==> src/rtl/sfd_pkg.sv <==
// ----------------------------------------------------------------------------
// sfd_pkg
// Shared types and constants for the serial frame deframer.
// ----------------------------------------------------------------------------
package sfd_pkg;

    // Frame delimiter bytes
    localparam logic [7:0] SOF_BYTE  = 8'hFF;
    localparam logic [7:0] EOF1_BYTE = 8'hFF;
    localparam logic [7:0] EOF2_BYTE = 8'hFE;

    // Configuration register indexes and reset values
    localparam logic [7:0]  CFG_IDLE_LIMIT  = 8'd0;
    localparam logic [7:0]  CFG_MAX_LENGTH  = 8'd1;
    localparam logic [15:0] IDLE_LIMIT_RST  = 16'd500;
    localparam logic [15:0] MAX_LENGTH_RST  = 16'd8192;

    // Input transaction kinds
    localparam logic MODE_BYTE = 1'b0;
    localparam logic MODE_TICK = 1'b1;

    // Result event codes
    typedef enum logic [1:0] {
        EV_BYTE   = 2'd0,
        EV_ACCEPT = 2'd1,
        EV_REJECT = 2'd2
    } t_event;

    // Deframer phase, one-hot
    typedef enum logic [8:0] {
        PH_SOF1   = 9'b000000001,
        PH_SOF2   = 9'b000000010,
        PH_CIPHER = 9'b000000100,
        PH_LEN_LO = 9'b000001000,
        PH_LEN_HI = 9'b000010000,
        PH_DATA   = 9'b000100000,
        PH_CHECK  = 9'b001000000,
        PH_EOF1   = 9'b010000000,
        PH_EOF2   = 9'b100000000
    } t_phase;

    // One result transaction
    typedef struct packed {
        t_event      evt;
        logic [7:0]  payload_byte;
        logic [15:0] payload_index;
        logic [15:0] frame_length;
    } t_result;

    // Result handed from the core to the output queue
    typedef struct packed {
        logic    valid;
        t_result res;
    } t_push;

endpackage

==> src/rtl/sfd_core.sv <==
// ----------------------------------------------------------------------------
// sfd_core
// Frame recognition state: processes one registered byte or tick per cycle
// while i_fire is high and produces at most one result transaction.
// ----------------------------------------------------------------------------
module sfd_core (
    input  logic                 i_clk,
    input  logic                 i_rst_n,
    input  logic                 i_fire,
    input  logic                 i_mode,
    input  logic [7:0]           i_data_byte,
    input  logic [15:0]          i_idle_limit,
    input  logic [15:0]          i_max_length,
    output sfd_pkg::t_push       o_push
);

    sfd_pkg::t_phase r_phase, n_phase, w_eff_phase;
    logic [15:0]     r_frame_len, n_frame_len;
    logic [15:0]     r_byte_count, n_byte_count;
    logic [7:0]      r_running_sum, n_running_sum;
    logic [15:0]     r_idle_ticks, n_idle_ticks;
    logic [15:0]     w_len_full;
    logic [15:0]     w_count_inc;
    logic            w_begun;
    sfd_pkg::t_push  w_push;

    // Payload counts as begun once a byte went out or the frame is past it
    assign w_begun = ((r_phase == sfd_pkg::PH_DATA) && (r_byte_count != '0)) ||
                     (r_phase == sfd_pkg::PH_CHECK) ||
                     (r_phase == sfd_pkg::PH_EOF1)  ||
                     (r_phase == sfd_pkg::PH_EOF2);

    assign w_len_full  = {i_data_byte, r_frame_len[7:0]};
    assign w_count_inc = r_byte_count + 16'd1;

    // Next state and result
    always_comb begin
        n_phase       = r_phase;
        n_frame_len   = r_frame_len;
        n_byte_count  = r_byte_count;
        n_running_sum = r_running_sum;
        n_idle_ticks  = r_idle_ticks;
        w_eff_phase   = r_phase;
        w_push        = '0;
        w_push.res.frame_length = r_frame_len;

        if (i_fire) begin
            if (i_mode == sfd_pkg::MODE_TICK) begin
                // count idle time, saturate
                if (r_idle_ticks != '1) begin
                    n_idle_ticks = r_idle_ticks + 16'd1;
                end
            end else begin
                n_idle_ticks = '0;
                // restart search after a long gap
                if (r_idle_ticks > i_idle_limit) begin
                    if (w_begun) begin
                        w_push.valid   = 1'b1;
                        w_push.res.evt = sfd_pkg::EV_REJECT;
                    end
                    w_eff_phase = sfd_pkg::PH_SOF1;
                end

                case (w_eff_phase)
                    sfd_pkg::PH_SOF2: begin
                        if (i_data_byte == sfd_pkg::SOF_BYTE) begin
                            n_phase = sfd_pkg::PH_CIPHER;
                        end
                    end
                    sfd_pkg::PH_CIPHER: begin
                        n_phase = (i_data_byte <= 8'd1) ? sfd_pkg::PH_LEN_LO
                                                        : sfd_pkg::PH_SOF1;
                    end
                    sfd_pkg::PH_LEN_LO: begin
                        n_frame_len = {8'd0, i_data_byte};
                        n_phase     = sfd_pkg::PH_LEN_HI;
                    end
                    sfd_pkg::PH_LEN_HI: begin
                        n_frame_len = w_len_full;
                        if ((w_len_full != '0) && (w_len_full <= i_max_length)) begin
                            n_byte_count = '0;
                            n_phase      = sfd_pkg::PH_DATA;
                        end else begin
                            n_phase = sfd_pkg::PH_SOF1;
                        end
                    end
                    sfd_pkg::PH_DATA: begin
                        n_running_sum            = r_running_sum + i_data_byte;
                        w_push.valid             = 1'b1;
                        w_push.res.evt           = sfd_pkg::EV_BYTE;
                        w_push.res.payload_byte  = i_data_byte;
                        w_push.res.payload_index = r_byte_count;
                        n_byte_count             = w_count_inc;
                        if (w_count_inc >= r_frame_len) begin
                            n_phase = sfd_pkg::PH_CHECK;
                        end
                    end
                    sfd_pkg::PH_CHECK: begin
                        if (r_running_sum == i_data_byte) begin
                            n_phase = sfd_pkg::PH_EOF1;
                        end else begin
                            w_push.valid   = 1'b1;
                            w_push.res.evt = sfd_pkg::EV_REJECT;
                            n_phase        = sfd_pkg::PH_SOF1;
                        end
                    end
                    sfd_pkg::PH_EOF1: begin
                        if (i_data_byte == sfd_pkg::EOF1_BYTE) begin
                            n_phase = sfd_pkg::PH_EOF2;
                        end else begin
                            w_push.valid   = 1'b1;
                            w_push.res.evt = sfd_pkg::EV_REJECT;
                            n_phase        = sfd_pkg::PH_SOF1;
                        end
                    end
                    sfd_pkg::PH_EOF2: begin
                        w_push.valid   = 1'b1;
                        w_push.res.evt = (i_data_byte == sfd_pkg::EOF2_BYTE) ?
                                         sfd_pkg::EV_ACCEPT : sfd_pkg::EV_REJECT;
                        n_phase        = sfd_pkg::PH_SOF1;
                    end
                    default: begin
                        // wait for first header byte, clear frame counters
                        n_byte_count  = '0;
                        n_running_sum = '0;
                        n_phase = (i_data_byte == sfd_pkg::SOF_BYTE) ?
                                  sfd_pkg::PH_SOF2 : sfd_pkg::PH_SOF1;
                    end
                endcase
            end
        end
    end

    assign o_push = w_push;

    // State registers
    always_ff @(posedge i_clk) begin
        if (!i_rst_n) begin
            r_phase       <= sfd_pkg::PH_SOF1;
            r_frame_len   <= '0;
            r_byte_count  <= '0;
            r_running_sum <= '0;
            r_idle_ticks  <= '0;
        end else begin
            r_phase       <= n_phase;
            r_frame_len   <= n_frame_len;
            r_byte_count  <= n_byte_count;
            r_running_sum <= n_running_sum;
            r_idle_ticks  <= n_idle_ticks;
        end
    end

    // Ticks never shrink the idle counter
    a_tick_no_shrink: assert property (@(posedge i_clk) disable iff (!i_rst_n)
        (i_fire && (i_mode == sfd_pkg::MODE_TICK)) |=>
            (r_idle_ticks >= $past(r_idle_ticks)))
        else $error("idle counter decreased on a tick");

    // Payload byte events only come out of the data phase
    a_byte_from_data: assert property (@(posedge i_clk) disable iff (!i_rst_n)
        (w_push.valid && (w_push.res.evt == sfd_pkg::EV_BYTE)) |->
            ((r_phase == sfd_pkg::PH_DATA) && (r_byte_count < r_frame_len)))
        else $error("payload byte emitted outside data phase");

endmodule

==> src/rtl/sfd_outq.sv <==
// ----------------------------------------------------------------------------
// sfd_outq
// Two-entry result queue that decouples the deframer from the output
// handshake.
// ----------------------------------------------------------------------------
module sfd_outq (
    input  logic              i_clk,
    input  logic              i_rst_n,
    input  sfd_pkg::t_push    i_push,
    output logic              o_full,
    output logic              o_valid,
    input  logic              i_ready,
    output sfd_pkg::t_result  o_res
);

    sfd_pkg::t_result r_mem [2];
    logic             r_wr_ptr, r_rd_ptr;
    logic [1:0]       r_count, n_count;
    logic             w_pop;

    assign o_full  = (r_count == 2'd2);
    assign o_valid = (r_count != 2'd0);
    assign w_pop   = o_valid && i_ready;
    assign o_res   = r_mem[r_rd_ptr];

    // Track occupancy
    always_comb begin
        n_count = r_count;
        if (i_push.valid && !w_pop) begin
            n_count = r_count + 2'd1;
        end else if (!i_push.valid && w_pop) begin
            n_count = r_count - 2'd1;
        end
    end

    // Store pushed results
    always_ff @(posedge i_clk) begin
        if (i_push.valid) begin
            r_mem[r_wr_ptr] <= i_push.res;
        end
    end

    // Advance pointers
    always_ff @(posedge i_clk) begin
        if (!i_rst_n) begin
            r_wr_ptr <= 1'b0;
            r_rd_ptr <= 1'b0;
            r_count  <= 2'd0;
        end else begin
            if (i_push.valid) begin
                r_wr_ptr <= ~r_wr_ptr;
            end
            if (w_pop) begin
                r_rd_ptr <= ~r_rd_ptr;
            end
            r_count <= n_count;
        end
    end

    // Never push into a full queue
    a_no_overflow: assert property (@(posedge i_clk) disable iff (!i_rst_n)
        o_full |-> !i_push.valid)
        else $error("result pushed into full queue");

    // Occupancy agrees with the pointers
    a_ptr_count: assert property (@(posedge i_clk) disable iff (!i_rst_n)
        ((r_count == 2'd1) |-> (r_wr_ptr != r_rd_ptr)) and
        ((r_count != 2'd1) |-> (r_wr_ptr == r_rd_ptr)))
        else $error("queue pointers disagree with occupancy");

endmodule

==> src/rtl/serial_frame_deframer.sv <==
// ----------------------------------------------------------------------------
// serial_frame_deframer
// Streaming deframer for FF FF / cipher / length / payload / checksum / FF FE
// frames, with idle-tick timeout and per-byte payload output.
// ----------------------------------------------------------------------------
// One input transaction (a received byte or an idle tick) is taken every
// cycle while the input is not stalled. Each transaction is captured in an
// input register. The frame state updates at the edge that hands it from
// that register to the core, and any result goes into a two-entry output
// queue at that same edge, from which it is presented on the output. Input
// stalls only while the output queue is full, i.e. when the consumer holds
// off taking results. With the output always ready the rate is one
// transaction per cycle. Configuration writes are taken every cycle and
// must only happen while no frame transactions are in flight.
// ----------------------------------------------------------------------------
module serial_frame_deframer (
    input  logic        i_clk,
    input  logic        i_rst_n,
    // input transactions
    input  logic        i_in_valid,
    output logic        o_in_ready,
    input  logic        i_mode,
    input  logic [7:0]  i_data_byte,
    // result transactions
    output logic        o_out_valid,
    input  logic        i_out_ready,
    output logic [1:0]  o_event_res,
    output logic [7:0]  o_payload_byte,
    output logic [15:0] o_payload_index,
    output logic [15:0] o_frame_length,
    // configuration writes
    input  logic        i_cfg_valid,
    output logic        o_cfg_ready,
    input  logic [7:0]  i_cfg_index,
    input  logic [15:0] i_cfg_data
);

    logic             r_in_valid;
    logic             r_mode;
    logic [7:0]       r_data_byte;
    logic [15:0]      r_idle_limit;
    logic [15:0]      r_max_length;
    logic             w_fire;
    logic             w_q_full;
    sfd_pkg::t_push   w_push;
    sfd_pkg::t_result w_res;

    // Hand the registered transaction to the core when the queue has room
    assign w_fire     = r_in_valid && !w_q_full;
    assign o_in_ready = !r_in_valid || w_fire;
    assign o_cfg_ready = 1'b1;

    // Input register
    always_ff @(posedge i_clk) begin
        if (!i_rst_n) begin
            r_in_valid <= 1'b0;
        end else if (o_in_ready) begin
            r_in_valid <= i_in_valid;
        end
    end

    always_ff @(posedge i_clk) begin
        if (o_in_ready && i_in_valid) begin
            r_mode      <= i_mode;
            r_data_byte <= i_data_byte;
        end
    end

    // Configuration registers
    always_ff @(posedge i_clk) begin
        if (!i_rst_n) begin
            r_idle_limit <= sfd_pkg::IDLE_LIMIT_RST;
            r_max_length <= sfd_pkg::MAX_LENGTH_RST;
        end else if (i_cfg_valid) begin
            case (i_cfg_index)
                sfd_pkg::CFG_IDLE_LIMIT: r_idle_limit <= i_cfg_data;
                sfd_pkg::CFG_MAX_LENGTH: r_max_length <= i_cfg_data;
                default: ;
            endcase
        end
    end

    sfd_core u_core (
        .i_clk        (i_clk),
        .i_rst_n      (i_rst_n),
        .i_fire       (w_fire),
        .i_mode       (r_mode),
        .i_data_byte  (r_data_byte),
        .i_idle_limit (r_idle_limit),
        .i_max_length (r_max_length),
        .o_push       (w_push)
    );

    sfd_outq u_outq (
        .i_clk   (i_clk),
        .i_rst_n (i_rst_n),
        .i_push  (w_push),
        .o_full  (w_q_full),
        .o_valid (o_out_valid),
        .i_ready (i_out_ready),
        .o_res   (w_res)
    );

    assign o_event_res     = w_res.evt;
    assign o_payload_byte  = w_res.payload_byte;
    assign o_payload_index = w_res.payload_index;
    assign o_frame_length  = w_res.frame_length;

endmodule

==> config.mk <==
export PLATFORM = sky130hd
export DESIGN_NAME = serial_frame_deframer
export DESIGN_NICKNAME = d
export VERILOG_FILES = /design/src/rtl/sfd_pkg.sv /design/src/rtl/sfd_core.sv /design/src/rtl/sfd_outq.sv /design/src/rtl/serial_frame_deframer.sv
export SDC_FILE = /design/constraint.sdc
export NUM_CORES = 1
export LEC_CHECK = 0
export ABC_CLOCK_PERIOD_IN_PS = 4550
export BUFFER_PORTS_ARGS = -buffer_cell sky130_fd_sc_hd__buf_2
export CAP_MARGIN = 10
export CELL_PAD_IN_SITES_DETAIL_PLACEMENT = 1
export CELL_PAD_IN_SITES_GLOBAL_PLACEMENT = 2
export CORE_MARGIN = 10
export CORE_UTILIZATION = 36
export CTS_CLUSTER_SIZE = 30
export DETAILED_ROUTE_END_ITERATION = 8
export GPL_ROUTABILITY_DRIVEN = 0
export MAX_ROUTING_LAYER = met4
export PLACE_DENSITY = 0.75
export SETUP_SLACK_MARGIN = 0.05
export SKIP_LAST_GASP = 1
export SYNTH_ARGS = -nofsm -noshare
export SYNTH_HDL_FRONTEND = slang
export SYNTH_SLANG_ARGS = --single-unit
==> constraint.sdc <==
create_clock -name i_clk -period 4.55 [get_ports i_clk]
set_input_delay 0.455 -clock i_clk [delete_from_list [all_inputs] [get_ports i_clk]]
set_output_delay 0.455 -clock i_clk [all_outputs]
set_load 0.01 [all_outputs]
Yosys cells after proc, flatten, opt, wreduce, memory -nomap -nowiden:

Memories as Yosys holds them, arrays and structs flattened. A register that Yosys moved wholly into a read port is not among the register bits.
Index checks and enable logic that the tools add are counted.

* latch bits: 0
* RAM bits: 84
* output and inout bits: 45
* ROM bits: 0
* memories kept: 1
* word-level logic and storage cells: 115
* bits in registers: 111

Memory list
* u_outq.r_mem: words 2, bits a word 42, rd ports 1, clocked after Yosys merged registers in 1, write ports 1, line sfd_outq.sv:16 `sfd_pkg::t_result r_mem [2];`

* eq/ne operators: 22
* reduce and logical (&&, ||, !) cells: 31
* bitwise gates (word level): 6
* $add $sub $neg: 5
* multiply operators: 0
* shift-type cells: 0
* divide/modulo/power cells: 0
* order comparisons: 4
* mux-type cells: 32

Operators with widths (count)
* 9-bit one-hot mux with 8 select lines: 1
* 27-bit two-way mux: 2
* 9-bit two-way mux: 6
* 16-bit two-way mux: 3
* 16-bit one-hot mux with 3 select lines: 1
* 16-bit by 1-bit adder with 16-bit output, second input constant: 2
* 16-bit one-hot mux with 2 select lines: 1
* 16-bit nonzero test: 2
* 24-bit two-way mux: 1
* 9-bit by 6-bit equality test with 1-bit output, second input constant: 2
* 9-bit by 7-bit equality test with 1-bit output, second input constant: 2
* 9-bit by 8-bit equality test with 1-bit output, second input constant: 2
* 9-bit equality test, second input constant: 2
* 8-bit equality test, second input constant: 2
* 16-bit >= comparator: 1
* 16-bit > comparator: 1
* 16-bit less-or-equal comparator: 1
* 16-bit != test, second input constant: 1
* 8-bit one-hot mux with 2 select lines: 1
* 3-bit two-way mux: 4
* 3-bit one-hot mux with 4 select lines: 1
* 4-bit AND reduction: 3
* 9-bit by 2-bit equality test with 1-bit output, second input constant: 1
* 9-bit by 3-bit equality test with 1-bit output, second input constant: 1
* other kinds (25): 56

Logic depth before layout (Yosys ltp):

Gate-level depths: netlist of the first run.

* depth in word-level cells: 15
* depth in mapped cells: 15
* depth with buffers taken out: 15

Hierarchy:

Synthesis of the first run repeated with hierarchy kept, for this count alone.

* cell total of the unflattened synthesis: 963
* area, all modules: 10013.4 µm²

By module, submodules not included
* sfd_core: sequential area each 1301.2 µm², area each 5149.9 µm², instances 1, cells an instance 657
* sfd_outq: sequential area each 2622.5 µm², area each 3240.6 µm², instances 1, cells an instance 153
* serial_frame_deframer: sequential area each 930.9 µm², area each 1622.8 µm², instances 1, cells an instance 153

Least setup slack after synthesis of the first run:

OpenSTA, ideal clock, no wires.

* path type: register -> register
* start: register r_idle_limit[14]
* end: memory u_outq.r_mem[0][0] (netlist name) (enable)
* path buffers: 2
* arrival: 4.088 ns
* stages on the path, launching flop included: 10
* library setup time: 0.446 ns
* slack: 0.016 ns
* cells stage by stage: dfxtp_1 inv_1 ha_1 nand4_2 or4_1 clkbuf_2 buf_6 a311o_1 a21oi_1 nor2b_1

RTL lines
* from (decl): line serial_frame_deframer.sv:41 `logic [15:0] r_idle_limit;`
* from (signal assigned): line serial_frame_deframer.sv:72 `r_idle_limit <= sfd_pkg::IDLE_LIMIT_RST;`
* from (signal assigned): line serial_frame_deframer.sv:76 `sfd_pkg::CFG_IDLE_LIMIT: r_idle_limit <= i_cfg_data;`
* to (decl): line sfd_outq.sv:16

Final worst setup path of the first run:

* start: register u_core.r_byte_count[0]
* end: register u_core.r_phase[1]

* longest elaborated chain between the ends: 4

Ends and longest elaborated chain
* from (decl): line sfd_core.sv:19 `logic [15:0] r_byte_count, n_byte_count;`
* from (signal assigned): line sfd_core.sv:147 `r_byte_count <= n_byte_count;`
* 16-bit by 1-bit adder with 16-bit output: line sfd_core.sv:34 `assign w_count_inc = r_byte_count + 16'd1;`
* 16-bit >= comparator: line sfd_core.sv:94 `if (w_count_inc >= r_frame_len) begin`
* 2-bit by 1-bit != test with 1-bit output (no source line)
* 4-bit AND reduction (no source line)
* to (signal assigned): line sfd_core.sv:139 `r_phase <= sfd_pkg::PH_SOF1;`
* to (signal assigned): line sfd_core.sv:145 `r_phase <= n_phase;`
* to (decl): line sfd_core.sv:17 `sfd_pkg::t_phase r_phase, n_phase, w_eff_phase;`

Every way passes these cells.
A chain may end at the register's enable or synchronous reset.

==> results of run 1 <==
metal layers:
layer  part of all wire  global-route usage
met1               0.49              0.2037
met2               0.48              0.2528
met3              0.026             0.02384
met4              0.011             0.03970
met5                  0                   -
placed cells by master, fill, tap and decap left out, types with 5 or more instances in the layout:
cell type    n
a211oi_1    16
a21o_1       5
a21oi_1     50
a22o_1       8
a32o_1      12
and2_1      24
and3_1      13
and4_1       8
buf_2       81
buf_4       12
clkbuf_16   18
dfxtp_1    102
edfxtp_1    93
ha_1        59
inv_1       62
mux2_2      42
mux2i_1     36
nand2_1     50
nand2b_1     5
nand3_1     28
nand4_1     15
nor2_1      74
nor2b_1      5
nor3_1       9
nor4_1       9
o211ai_1    10
o21ai_0     27
o22ai_1      6
o311ai_0     5
or3_1       14
xnor2_1     19
xor2_1      17
logic make-up (layout without fill, tap and decap cells):
family	count (synthesis)	count (layout)	share of synthesized area
AO/OA/AOI/OAI	175	175	0.1259
multiplexers	78	78	0.08350
adder cells (fa/ha/maj)	60	60	0.07598
XOR/XNOR	36	36	0.03159
flip-flops	196	196	0.4865
AND/OR/NAND/NOR	284	284	0.1513
other	1	3	0.0003758
buffers and inverters	106	187	0.04488
final cells by class:
type                    instances  area share
inverters                      62     0.02053
diodes                          2   0.0004414
well taps                     372     0.04105
clock buffers                  19     0.04006
clock inverters                13     0.01203
repair buffers                 93     0.04370
multi-input cells             634      0.4139
flip-flops and latches        196      0.4283
state kept, by name (all words and copies together), names as in the netlist, named ones only:
| name | flops |
|---|---|
| r_mode | 1 |
| u_core.r_phase | 9 |
| r_idle_limit | 16 |
| u_core.r_byte_count | 16 |
| u_outq.r_wr_ptr | 1 |
| r_data_byte | 8 |
| u_outq.r_rd_ptr | 1 |
| u_core.r_idle_ticks | 16 |
| r_max_length | 16 |
| r_in_valid | 1 |
| u_outq.r_count | 2 |
| u_core.r_frame_len | 16 |
| u_outq.r_mem | 84 |
| u_core.r_running_sum | 8 |
through the flow:
stage	hold slack [ns]	cell area [µm²]	cells
after global placement	0.4626	10740	1357
after global routing	0.1853	11340	1391
after CTS	0.1818	11330	1389
after detailed placement	0.4852	10740	1357
final	0.2015	11340	1391
after floorplan	0.4446	9982	936
how the worst max path moves through the flow:
stage	cells after the start	slack [ns]	endpoint
3_3_place_gp	15	0.82	u_core.r_phase[1]
4_1_cts	15	0.73	u_core.r_phase[1]
6_report	15	0.70	u_core.r_phase[1]
2_1_floorplan	9	0.80	u_outq.r_mem[0][0]
5_1_grt	15	0.25	u_core.r_phase[2]
3_5_place_dp	15	0.75	u_core.r_phase[3]
power groups by stage:
stage                     clock (µW)  combinational [µW]  sequential [µW]
after floorplan                    0                 108             1890
after detailed placement           0                 161             1910
final                           1520                 158             1870
after global routing            1640                 175             1880
after CTS                       1570                 161             1870
after global placement             0                 159             1910
worst reg2reg max path, cell delays in order, from the launching register on:
cell and delay, ns:
dfxtp_1 0.45, ha_1 0.25, nand3_1 0.16, nor2_1 0.26
and3_1 0.29, and3_1 0.24, nand3_1 0.10, xnor2_1 0.22
ha_1 0.27, nand2_1 0.08, o21ai_0 0.11, a21oi_1 0.12
o21ai_0 0.22, a2111oi_2 0.67, o21ai_0 0.17, a21oi_1 0.17
==> metrics.md, run 1 <==
| Metric | Value |
|---|---|
| Min-Delay Path Class | primary input to register |
| Initial Util | 0.3682 |
| Switching pwr | 871.9 µW |
| Largest net degree at the start of global routing | 43 |
| Initial antenna violation count | 2 |
| Number of primary I/O pins | 83 |
| Register area share after synthesis | 0.4865 |
| Area grow syn2layout | 13.62% |
| Max IR drop VDD | between 200 and 250 µV |
| Top cell by count, worst path | o21ai_0 |
| Hold Startpoint | i_data_byte[2] |
| Crit path max fanout | 7 |
| Max Freq | 259.5 MHz |
| Post-synth EDFFs | 93 |
| Via Count | about 7400 |
| Area of the multi-input gates | approximately 4700 µm² |
| Endpoint, Worst Hold | r_data_byte[2] |
| Filler Cells Inserted | 3012 |
| Syn_nets | 1034 |
| Syn_area_per_cell | 10.66 µm² |
| Worst flop-to-flop path startpoint | u_core.r_byte_count[0] |
| RR Endpoint | u_core.r_phase[1] |
| Antenna-violating nets left | 0 |
| Vias/cell | around 5.3 |
| CTS Hold Bufs | 0 |
| DR DRC count | 0 |
| Top cells by count, synth | dfxtp_1 (103), edfxtp_1 (93), nor2_1 (75), inv_1 (61), ha_1 (59) |
| Least-Margin Pin Slew | approximately 1.1 ns |
| Final worst path period share | 0.8468 |
| WL/cell | 19.51 µm |
| Critical path required time | between 4 and 5 ns |
| Finished Core Util | 0.4184 |
| Htree depth | 4 |
| CTS buffer count | 17 |
| Reg2reg path depth | 15 |
| Startpoint class of the critical path | register |
| Worst path slowest cell | a2111oi_2 |
| Clk sinks | between 150 and 200 |
| CP top delay family | compound AO/OA/AOI/OAI gates |
| Register Area | 4856 µm² |
| Cell Pwr Density | roughly 310 nW/µm² |
| CTS resizes | 0 |
| CTS tree | yes |
| Total gr overflow | 0 |
| CP bufs+invs | 0 |
| DPL Wire Length | 19670 µm |
| R2r setup slk | 0.70 ns |
| Clk root buf | clkbuf_16 |
| Slew Limit Fails | 0 |
| Sequential power share | 0.527 |
| Critical Path End Type | register |
| Die H | 186.5 µm |
| Share of cells above drive strength 1 | 0.1839 |
| P_int | 2677 µW |
| TritonRoute pass-1 iters | 4 |
| Clock Latency Late Sink | 0.43 ns |
| Cell area after synthesis | 9980 µm² |
| Slowest Stage Delay on Critical Path | 0.67 ns |
| CTS max path bufs | 2 |
| Logic pwr share | 0.044 |
| Core area | 27100 µm² |
| Switching part of the total | 0.2457 |
| RSZ-0062 raised after global routing | false |
| Final setup viols | 0 |
| Max_slew headroom | 0.2365 |
| CP Cell Sequence | ha_1, nand3_1, nor2_1, and3_1, and3_1, nand3_1, xnor2_1, ha_1, nand2_1, o21ai_0, a21oi_1, o21ai_0, a2111oi_2, o21ai_0, a21oi_1 |
| Final-report hold violation count | 0 |
| FF+latch count, synth | 196 |
| Worst Setup SP | u_core.r_byte_count[0] |
| IO Port Bufs | 81 |
| Top-area cell type share of the netlist area | 0.2798 |
| Total power | between 3000 and 4000 µW |
| All-Layer GR Usage | 0.1574 |
| Min cycle time layout | 3.853 ns |
| Cell Rows | 60 |
| Worst-path clk slew | 0.08 ns |
| Fin nets | around 1100 |
| Global-route wire length before repair | around 43000 µm |
| Most common cell in the netlist | dfxtp_1 |
| CP arrival | about 4.2 ns |
| Maxcap violations | 0 |
| Setup TNS | 0 ns |
| Leakage Power | between 0.004 and 0.005 µW |
| Clock network power share | 0.428 |
| Pre-CTS WS | 0.7501 ns |
| Synth Warn # | 0 |
| Post-synth ARST share | 0 |
| Setup CP Type | register to register |
| Main area contributors after synthesis | edfxtp_1 (28%), dfxtp_1 (21%), ha_1 (7.4%) |
| Status | complete, no violations |
| Worst Skew | 0.01776 ns |
| Initial DRC count | 385 |
| Hold path depth | 1 |
| Synthesized instance count | 936 |
| Area leader, netlist | edfxtp_1 |
| WL final | 27140 µm |
| Vias in the first global route | between 7000 and 8000 |
| Post-synthesis cell type count | 74 |
| Chip Width | about 190 µm |
| Setup ws final | 0.6971 ns |
| Area of the die | 34780 µm² |
| Setup Buffers After CTS | 0 |
| Dominant synthesized flop cell | dfxtp_1 |
Note: power is estimated with default switching activity, not from simulation.
==> run 2: changes to the inputs <==
--- a/config.mk
+++ b/config.mk
@@ -5,18 +5,19 @@
 export SDC_FILE = /design/constraint.sdc
 export NUM_CORES = 1
 export LEC_CHECK = 0
-export ABC_CLOCK_PERIOD_IN_PS = 4550
+export ABC_AREA = 1
+export ABC_CLOCK_PERIOD_IN_PS = 3200
 export BUFFER_PORTS_ARGS = -buffer_cell sky130_fd_sc_hd__buf_2
 export CAP_MARGIN = 10
 export CELL_PAD_IN_SITES_DETAIL_PLACEMENT = 1
 export CELL_PAD_IN_SITES_GLOBAL_PLACEMENT = 2
 export CORE_MARGIN = 10
-export CORE_UTILIZATION = 36
+export CORE_UTILIZATION = 34
 export CTS_CLUSTER_SIZE = 30
 export DETAILED_ROUTE_END_ITERATION = 8
 export GPL_ROUTABILITY_DRIVEN = 0
 export MAX_ROUTING_LAYER = met4
-export PLACE_DENSITY = 0.75
+export PLACE_DENSITY = 0.76
 export SETUP_SLACK_MARGIN = 0.05
 export SKIP_LAST_GASP = 1
 export SYNTH_ARGS = -nofsm -noshare
==> constraint.sdc (replaced) <==
create_clock -name i_clk -period 3.2 [get_ports i_clk]
set_input_delay 0.32 -clock i_clk [delete_from_list [all_inputs] [get_ports i_clk]]
set_output_delay 0.32 -clock i_clk [all_outputs]
set_load 0.01 [all_outputs]
==> run 2 against run 1 <==
  * Maximum frequency increased by 33%
  * Register-to-register slack lost 0.40 ns
  * Combinational power rose to 4.4 times the previous value
  * Clock power rose by 45%
  * Area after synthesis is 0.39% lower
  * Via count rose by 6.5%
  * Count of clock-buffer cells in the layout is 2 lower
  * Cell area increased by 1.3%
  * Critical endpoint is now u_core.r_phase[4]
  * Largest cell class unchanged
  * Highest routed layer unchanged
==> metrics.md, run 2 <==
| Metric | Value |
|---|---|
| Hold Startpoint | i_data_byte[6] (was i_data_byte[2]) |
| Setup CP Type | register to register (unchanged) |
| Via Count | 7862 (was 7380) |
| R2r setup slk | 0.30 ns (was 0.70 ns) |
| Post-synthesis cell type count | 49 (was 74) |
| Area grow syn2layout | 15.53% (was 13.62%) |
| CTS buffer count | 17 (unchanged) |
| Syn_area_per_cell | 8.908 µm² (was 10.66 µm²) |
| Cell area after synthesis | 9941 µm² (was 9980 µm²) |
| Status | complete, no violations (unchanged) |
| Final setup viols | 0 (unchanged) |
| Worst Skew | 0.01453 ns (was 0.01776 ns) |
| IO Port Bufs | 81 (unchanged) |
| Register Area | 4858 µm² (was 4856 µm²) |
| Commonest non-fill, non-tap cell in the layout | nand2_1 (was dfxtp_1) |
| P_int | 4053 µW (was 2677 µW) |
| Worst path slowest cell | dfxtp_1 (was a2111oi_2) |
| Min-Delay Path Class | primary input to register (unchanged) |
| Min cycle time layout | 2.900 ns (was 3.853 ns) |
| CTS max path bufs | 2 (unchanged) |
| Main area contributors after synthesis | edfxtp_1 (28%), dfxtp_1 (21%), ha_1 (7.4%) (unchanged) |
| DR DRC count | 0 (unchanged) |
| Clk sinks | 196 (unchanged) |
| Most flop-heavy register | u_outq.r_mem (unchanged) |
| Cell Pwr Density | 489.6 nW/µm² (was 313.0 nW/µm²) |
| Final worst path period share | 0.9062 (was 0.8468) |
| TritonRoute pass-1 iters | 4 (unchanged) |
| Slowest Stage Delay on Critical Path | 0.38 ns (was 0.67 ns) |
| Register area share after synthesis | 0.4884 (was 0.4865) |
| Area of the die | 36480 µm² (was 34780 µm²) |
| Endpoint, Worst Hold | r_data_byte[6] (was r_data_byte[2]) |
| Area of the multi-input gates | 4442 µm² (was 4693 µm²) |
| Fin nets | 1298 (was 1102) |
| Global-route wire length before repair | 43970 µm (was 43230 µm) |
| Crit path max fanout | 8 (was 7) |
| Startpoint class of the critical path | register (unchanged) |
| Clock Latency Late Sink | 0.45 ns (was 0.43 ns) |
| Highest-count cells in the layout ignoring fill and taps | nand2_1 (188), inv_1 (124), nor2_1 (114) (was dfxtp_1 (102), edfxtp_1 (93), buf_2 (81)) |
| Switching pwr | 1570 µW (was 871.9 µW) |
| CP Cell Sequence | inv_2, nor4_4, nand2_1, nor3_2, xor2_1, inv_1, ha_1, nand2_1, inv_1, o21ai_0, a21oi_1, nor2_1, nand3_1, nor2_2, inv_1, nand2_4, o21ai_1, a21oi_1 (was ha_1, nand3_1, nor2_1, and3_1, and3_1, nand3_1, xnor2_1, ha_1, nand2_1, o21ai_0, a21oi_1, o21ai_0, a2111oi_2, o21ai_0, a21oi_1) |
| Max Freq | 344.9 MHz (was 259.5 MHz) |
| WL final | 27420 µm (was 27140 µm) |
| Synth Warn # | 0 (unchanged) |
| Leakage Power | 0.004619 µW (was 0.004267 µW) |
| Htree depth | 4 (unchanged) |
| Maxcap violations | 0 (unchanged) |
| Initial Util | 0.3454 (was 0.3682) |
| Most common cell in the netlist | nand2_1 (was dfxtp_1) |
| Setup TNS | 0 ns (unchanged) |
| Largest net degree at the start of global routing | 46 (was 43) |
| Max IR drop VDD | 240.4 µV (was 216.8 µV) |
| Final-report hold violation count | 0 (unchanged) |
| Vias in the first global route | 8064 (was 7622) |
| Logic pwr share | 0.124 (was 0.044) |
| Filler Cells Inserted | 3416 (was 3012) |
| Vias/cell | 4.923 (was 5.306) |
| Largest register FFs | 84 (unchanged) |
| Slew Limit Fails | 0 (unchanged) |
| Synthesized instance count | 1116 (was 936) |
| Total power | 5623 µW (was 3549 µW) |
| CP arrival | 3.28 ns (was 4.21 ns) |
| Antenna-violating nets left | 0 (unchanged) |
| Clock network power share | 0.394 (was 0.428) |
| Sequential power share | 0.482 (was 0.527) |
| Share of cells above drive strength 1 | 0.1847 (was 0.1839) |
| Max_slew headroom | 0.4317 (was 0.2365) |
| Critical Path End Type | register (unchanged) |
| Post-synth ARST share | 0 (unchanged) |
| RSZ-0062 raised after global routing | false (unchanged) |
| Syn_nets | 1214 (was 1034) |
| Worst-path clk slew | 0.08 ns (about the same) |
| Finished Core Util | 0.3991 (was 0.4184) |
| CTS tree | yes (unchanged) |
| FF+latch count, synth | 196 (unchanged) |
| Switching part of the total | 0.2792 (was 0.2457) |
| Hold path depth | 1 (unchanged) |
| Post-synth EDFFs | 93 (unchanged) |
| Critical path required time | 3.58 ns (was 4.90 ns) |
| Die H | 191.0 µm (was 186.5 µm) |
| All-Layer GR Usage | 0.1572 (was 0.1574) |
| RR Endpoint | u_core.r_phase[4] (was u_core.r_phase[1]) |
| Reg2reg path depth | 18 (was 15) |
| Total gr overflow | 0 (unchanged) |
| Number of primary I/O pins | 83 (unchanged) |
| Cell Rows | 62 (was 60) |
| Top-area cell type share of the netlist area | 0.2809 (was 0.2798) |
| Clk root buf | clkbuf_16 (unchanged) |
| Core area | 28780 µm² (was 27100 µm²) |
| Dominant synthesized flop cell | dfxtp_1 (unchanged) |
| Area leader, netlist | edfxtp_1 (unchanged) |
| Initial antenna violation count | 0 (was 2) |
| Top cells by count, synth | nand2_1 (188), inv_1 (128), nor2_1 (115), dfxtp_1 (103), edfxtp_1 (93) (was dfxtp_1 (103), edfxtp_1 (93), nor2_1 (75), inv_1 (61), ha_1 (59)) |
| WL/cell | 17.17 µm (was 19.51 µm) |
| DPL Wire Length | 20650 µm (was 19670 µm) |
| Worst flop-to-flop path startpoint | u_core.r_byte_count[6] (was u_core.r_byte_count[0]) |
| Initial DRC count | 460 (was 385) |
| Chip Width | 191.0 µm (was 186.5 µm) |
| Ant. Diodes | 0 (was 2) |
| Top cell by count, worst path | inv_1 (was o21ai_0) |
| Least-Margin Pin Slew | 0.8515 ns (was 1.144 ns) |
run 2: changes by cell type after synthesis, moves of 12 or more:
| cell | previous run | this run |
|---|---|---|
| nor2_1 | 75 | 115 |
| and2_1 | 25 | 0 |
| a211oi_1 | 17 | 4 |
| a21oi_1 | 50 | 91 |
| mux2i_1 | 36 | 0 |
| and3_1 | 13 | 1 |
| inv_1 | 61 | 128 |
| a32o_1 | 12 | 0 |
| xnor2_1 | 19 | 2 |
| o21ai_0 | 27 | 52 |
| nand2_1 | 50 | 188 |
| or3_1 | 14 | 0 |
| nor3_1 | 9 | 45 |
run 2: cell type report:
class	count	area share
sequential	196	0.4230
multi-input combinational	744	0.3868
timing repair buffer	99	0.04924
inverter	142	0.04717
tap	384	0.04183
clock buffer	17	0.03704
clock inverter	15	0.01493
run 2: cells by family after synthesis:
kind of cell / share of synthesized area
buffers and inverters: 0.07174
multiplexers: 0.04758
flip-flops: 0.4884
other: 0.0003772
XOR/XNOR: 0.02027
adder cells (fa/ha/maj): 0.07627
AO/OA/AOI/OAI: 0.09151
AND/OR/NAND/NOR: 0.2039
run 2: how the worst max path moves through the flow:
stage	endpoint	slack [ns]	start	cells past startpoint
2_1_floorplan	u_outq.r_mem[1][0]	0.32	r_idle_limit[11]	12
3_3_place_gp	u_core.r_phase[3]	0.26	u_core.r_byte_count[0]	17
3_5_place_dp	u_core.r_phase[3]	0.13	u_core.r_byte_count[3]	18
4_1_cts	u_core.r_phase[4]	0.08	u_core.r_byte_count[3]	18
5_1_grt	u_core.r_phase[4]	0.05	u_core.r_byte_count[6]	18
6_report	u_core.r_phase[4]	0.30	u_core.r_byte_count[6]	18
run 2: worst max-delay path: cells and delay by family, from the launching register on:
kind,cells,cell delay (ns)
AO/OA/AOI/OAI,4,0.44
XOR/XNOR,1,0.21
adder cells (fa/ha/maj),1,0.29
buffers and inverters,4,0.31
AND/OR/NAND/NOR,8,1.17
flip-flops,1,0.38
run 2: metal layers:
metal | global-route usage | vias up | share of wire
met5 | - | - | 0
met4 | 0.04603 | 0 | 0.013
met3 | 0.02442 | 19 | 0.041
met2 | 0.2487 | 134 | 0.47
met1 | 0.2039 | 3784 | 0.48
li1 | - | 3925 | -
run 2: what timing repair did:
item | 4_1_cts | 5_1_grt
setup endpoints to repair | 0 | 10
hold buffers | 0 | 0
endpoints found under the hold margin | 0 | 0
resized for setup | 0 | 17
buffers inserted | 0 | 2
run 2: metrics by stage:
step                hold WS (ns)  instances  area (µm²)  setup slack, ns
global placement          0.4497       1563       10800           0.2552
CTS                      0.01558       1595       11400          0.07992
finish                   0.03954       1597       11480           0.3003
detailed placement        0.4578       1563       10800           0.1268
floorplan                 0.4189       1116        9948           0.3235
global route             0.01492       1597       11480          0.04717
run 2: power groups by stage:
stage	Sequential (µW)	Combinational, µW	Clock, µW
CTS	2710	706	2290
finish	2710	699	2210
detailed placement	2770	700	0
floorplan	2740	483	0
global placement	2770	692	0
global route	2720	794	2380
==> run 3: changes to the inputs <==
--- a/config.mk
+++ b/config.mk
@@ -11,6 +11,7 @@
 export CAP_MARGIN = 10
 export CELL_PAD_IN_SITES_DETAIL_PLACEMENT = 1
 export CELL_PAD_IN_SITES_GLOBAL_PLACEMENT = 2
+export CORE_ASPECT_RATIO = 0.8
 export CORE_MARGIN = 10
 export CORE_UTILIZATION = 34
 export CTS_CLUSTER_SIZE = 30
==> run 3 against run 2 <==
  * Wire length up 5.7%
  * Clock power about the same
  * Clock skew up 0.0018 ns
  * Via count up 0.15%
  * Non-clock buffer count up 7
  * Cell area up 0.63%
  * Sequential cell count unchanged
  * Global-route usage up 0.80 points
  * Combinational power up 3.7%
  * Hold slack better by 0.0087 ns
  * Critical path type unchanged
==> metrics.md, run 3 (same netlist as run 2, synthesis figures left out) <==
| Metric | Value |
|---|---|
| Status | complete, no violations (unchanged) |
| Hold Startpoint | i_data_byte[3] (was i_data_byte[6]) |
| Metal3 WL | 1173 µm (was 1126 µm) |
| Max IR drop VDD | 363.9 µV (was 240.4 µV) |
| Critical path required time | 3.52 ns (was 3.58 ns) |
| Commonest non-fill, non-tap cell in the layout | nand2_1 (unchanged) |
| DR DRC count | 0 (unchanged) |
| Setup TNS | 0 ns (unchanged) |
| Total gr overflow | 0 (unchanged) |
| Final setup viols | 0 (unchanged) |
| Clk root buf | clkbuf_16 (unchanged) |
| Max Freq | 349.5 MHz (was 344.9 MHz) |
| Setup CP Type | register to register (unchanged) |
| Antenna-violating nets left | 0 (unchanged) |
| DPL Wire Length | 21840 µm (was 20650 µm) |
| Chip Width | 211.2 µm (was 191.0 µm) |
| Vias/cell | 4.952 (was 4.923) |
| Wl on met1 | 14970 µm (was 13150 µm) |
| Clock network power share | 0.389 (was 0.394) |
| Vias in the first global route | 8185 (was 8064) |
| Uppermost layer routed | met4 (unchanged) |
| Critical Path End Type | register (unchanged) |
| TritonRoute pass-1 iters | 4 (unchanged) |
| Ant. Diodes | 0 (unchanged) |
| Largest register FFs | 84 (unchanged) |
| Finished Layout Cells | 1590 (was 1597) |
| P_int | 4001 µW (was 4053 µW) |
| Setup ws final | 0.3387 ns (was 0.3003 ns) |
| Switching pwr | 1617 µW (was 1570 µW) |
| Fin nets | 1305 (was 1298) |
| Core area | 28560 µm² (was 28780 µm²) |
| CTS tree | yes (unchanged) |
| Global-route wire length before repair | 46440 µm (was 43970 µm) |
| Clock Latency Late Sink | 0.44 ns (was 0.45 ns) |
| Initial Util | 0.3481 (was 0.3454) |
| Reg2reg path depth | 12 (was 18) |
| Startpoint class of the critical path | register (unchanged) |
| All-Layer GR Usage | 0.1652 (was 0.1572) |
| Crit path max fanout | 5 (was 8) |
| Slowest Stage Delay on Critical Path | 0.50 ns (was 0.38 ns) |
| Final-report hold violation count | 0 (unchanged) |
| Area of the die | 36520 µm² (was 36480 µm²) |
| Largest net degree at the start of global routing | 43 (was 46) |
| Initial antenna violation count | 0 (unchanged) |
| Routed wl met2 | 12620 µm (was 12800 µm) |
| Worst-path clk slew | 0.08 ns (about the same) |
| Total power | 5618 µW (was 5623 µW) |
| Htree depth | 4 (unchanged) |
| Least-Margin Pin Slew | 0.8994 ns (was 0.8515 ns) |
| DP Area | 10840 µm² (was 10800 µm²) |
| Endpoint, Worst Hold | r_data_byte[3] (was r_data_byte[6]) |
| R2r setup slk | 0.34 ns (was 0.30 ns) |
| Cell Pwr Density | 486.1 nW/µm² (was 489.6 nW/µm²) |
| RR Endpoint | u_outq.r_count[1] (was u_core.r_phase[4]) |
| Final worst path period share | 0.8942 (was 0.9062) |
| Hold path depth | 1 (unchanged) |
| Pre-CTS WS | 0.1822 ns (was 0.1268 ns) |
| Slew Limit Fails | 0 (unchanged) |
| Maxcap violations | 0 (unchanged) |
| Min-Delay Path Class | primary input to register (unchanged) |
| Area grow syn2layout | 16.26% (was 15.53%) |
| Min cycle time layout | 2.861 ns (was 2.900 ns) |
| Switching part of the total | 0.2879 (was 0.2792) |
| Via Count | 7874 (was 7862) |
| Worst Skew | 0.01632 ns (was 0.01453 ns) |
| Logic pwr share | 0.129 (was 0.124) |
| Die H | 172.9 µm (was 191.0 µm) |
| Design area | 11560 µm² (was 11480 µm²) |
| Number of primary I/O pins | 83 (unchanged) |
| CP top delay family | simple AND/OR/NAND/NOR gates (unchanged) |
| Share of cells above drive strength 1 | 0.1926 (was 0.1847) |
| Initial DRC count | 401 (was 460) |
| CTS max path bufs | 2 (unchanged) |
| CTS buffer count | 17 (unchanged) |
| Highest-count cells in the layout ignoring fill and taps | nand2_1 (187), inv_1 (124), nor2_1 (114) (was nand2_1 (188), inv_1 (124), nor2_1 (114)) |
| Placed insts | 1557 (was 1563) |
| Worst flop-to-flop path startpoint | r_data_byte[2] (was u_core.r_byte_count[6]) |
| IO Port Bufs | 81 (unchanged) |
| RSZ-0062 raised after global routing | true (was false) |
| Leakage Power | 0.004660 µW (was 0.004619 µW) |
| Most flop-heavy register | u_outq.r_mem (unchanged) |
| Clk sinks | 196 (unchanged) |
| Max_slew headroom | 0.3997 (was 0.4317) |
| Filler Cells Inserted | 3324 (was 3416) |
| WL final | 28990 µm (was 27420 µm) |
| Worst path slowest cell | edfxtp_1 (was dfxtp_1) |
| Cell Rows | 55 (was 62) |
| CP Cell Sequence | ha_1, nor3_1, nand3_2, nand4_1, nand3_1, nand3_2, inv_1, ha_1, a21oi_1, o21ai_0, o21ai_0, a21oi_1 (was inv_2, nor4_4, nand2_1, nor3_2, xor2_1, inv_1, ha_1, nand2_1, inv_1, o21ai_0, a21oi_1, nor2_1, nand3_1, nor2_2, inv_1, nand2_4, o21ai_1, a21oi_1) |
| CP bufs+invs | 1 (was 4) |
| Sequential power share | 0.482 (about the same) |
| WL/cell | 18.23 µm (was 17.17 µm) |
| CP arrival | 3.18 ns (was 3.28 ns) |
run 3: worst max path at each step:
stage	startpoint	to	slack [ns]	cells past startpoint
6_report	r_data_byte[2]	u_outq.r_count[1]	0.34	12
4_1_cts	u_core.r_byte_count[0]	u_core.r_phase[3]	0.13	17
3_5_place_dp	u_core.r_byte_count[0]	u_core.r_phase[3]	0.18	17
2_1_floorplan	r_idle_limit[11]	u_outq.r_mem[1][0]	0.32	12
3_3_place_gp	u_core.r_byte_count[0]	u_core.r_phase[3]	0.23	17
5_1_grt	u_core.r_byte_count[0]	u_core.r_phase[4]	0.03	19
run 3: worst register-to-register path: stages, from the launching register on:
cell and delay [ns]:
edfxtp_1 0.50, ha_1 0.42, nor3_1 0.36, nand3_2 0.19, nand4_1 0.16, nand3_1 0.12, nand3_2 0.14, inv_1 0.06
ha_1 0.32, a21oi_1 0.12, o21ai_0 0.11, o21ai_0 0.17, a21oi_1 0.06
run 3: layer usage:
metal  global-route usage  up-vias
li1                     -     3951
met1               0.2323     3781
met2               0.2441      124
met3              0.02674       18
met4              0.03465        0
met5                    -        -
run 3: repair_timing:
action | 4_1_cts | 5_1_grt
setup buffers | 0 | 1
gates resized for setup | 0 | 24
hold buffers | 0 | 0
setup endpoints to repair | 0 | 10
hold endpoints to repair | 0 | 0
run 3: final cells by class:
type,instances,area [µm²],share of cell area
clock buffer,17,425.4,0.03681
sequential,196,4860,0.4205
timing repair buffer,106,618.1,0.05348
inverter,142,534.3,0.04623
multi-input combinational,744,4479,0.3876
tap,370,462.9,0.04006
clock inverter,15,177.7,0.01537
run 3: power groups by stage:
stage	clock (µW)	sequential (µW)	combinational (µW)
floorplan	0	2740	483
global placement	0	2760	710
detailed placement	0	2760	719
CTS	2270	2710	725
global route	2350	2720	818
finish	2190	2710	725
run 3: through the flow:
step	hold WS [ns]	util
after floorplan	0.4189	-
after global placement	0.4510	0.3797
after global routing	0.02931	0.4047
final	0.04820	0.4047
after CTS	0.03258	0.4008
after detailed placement	0.4544	0.3797
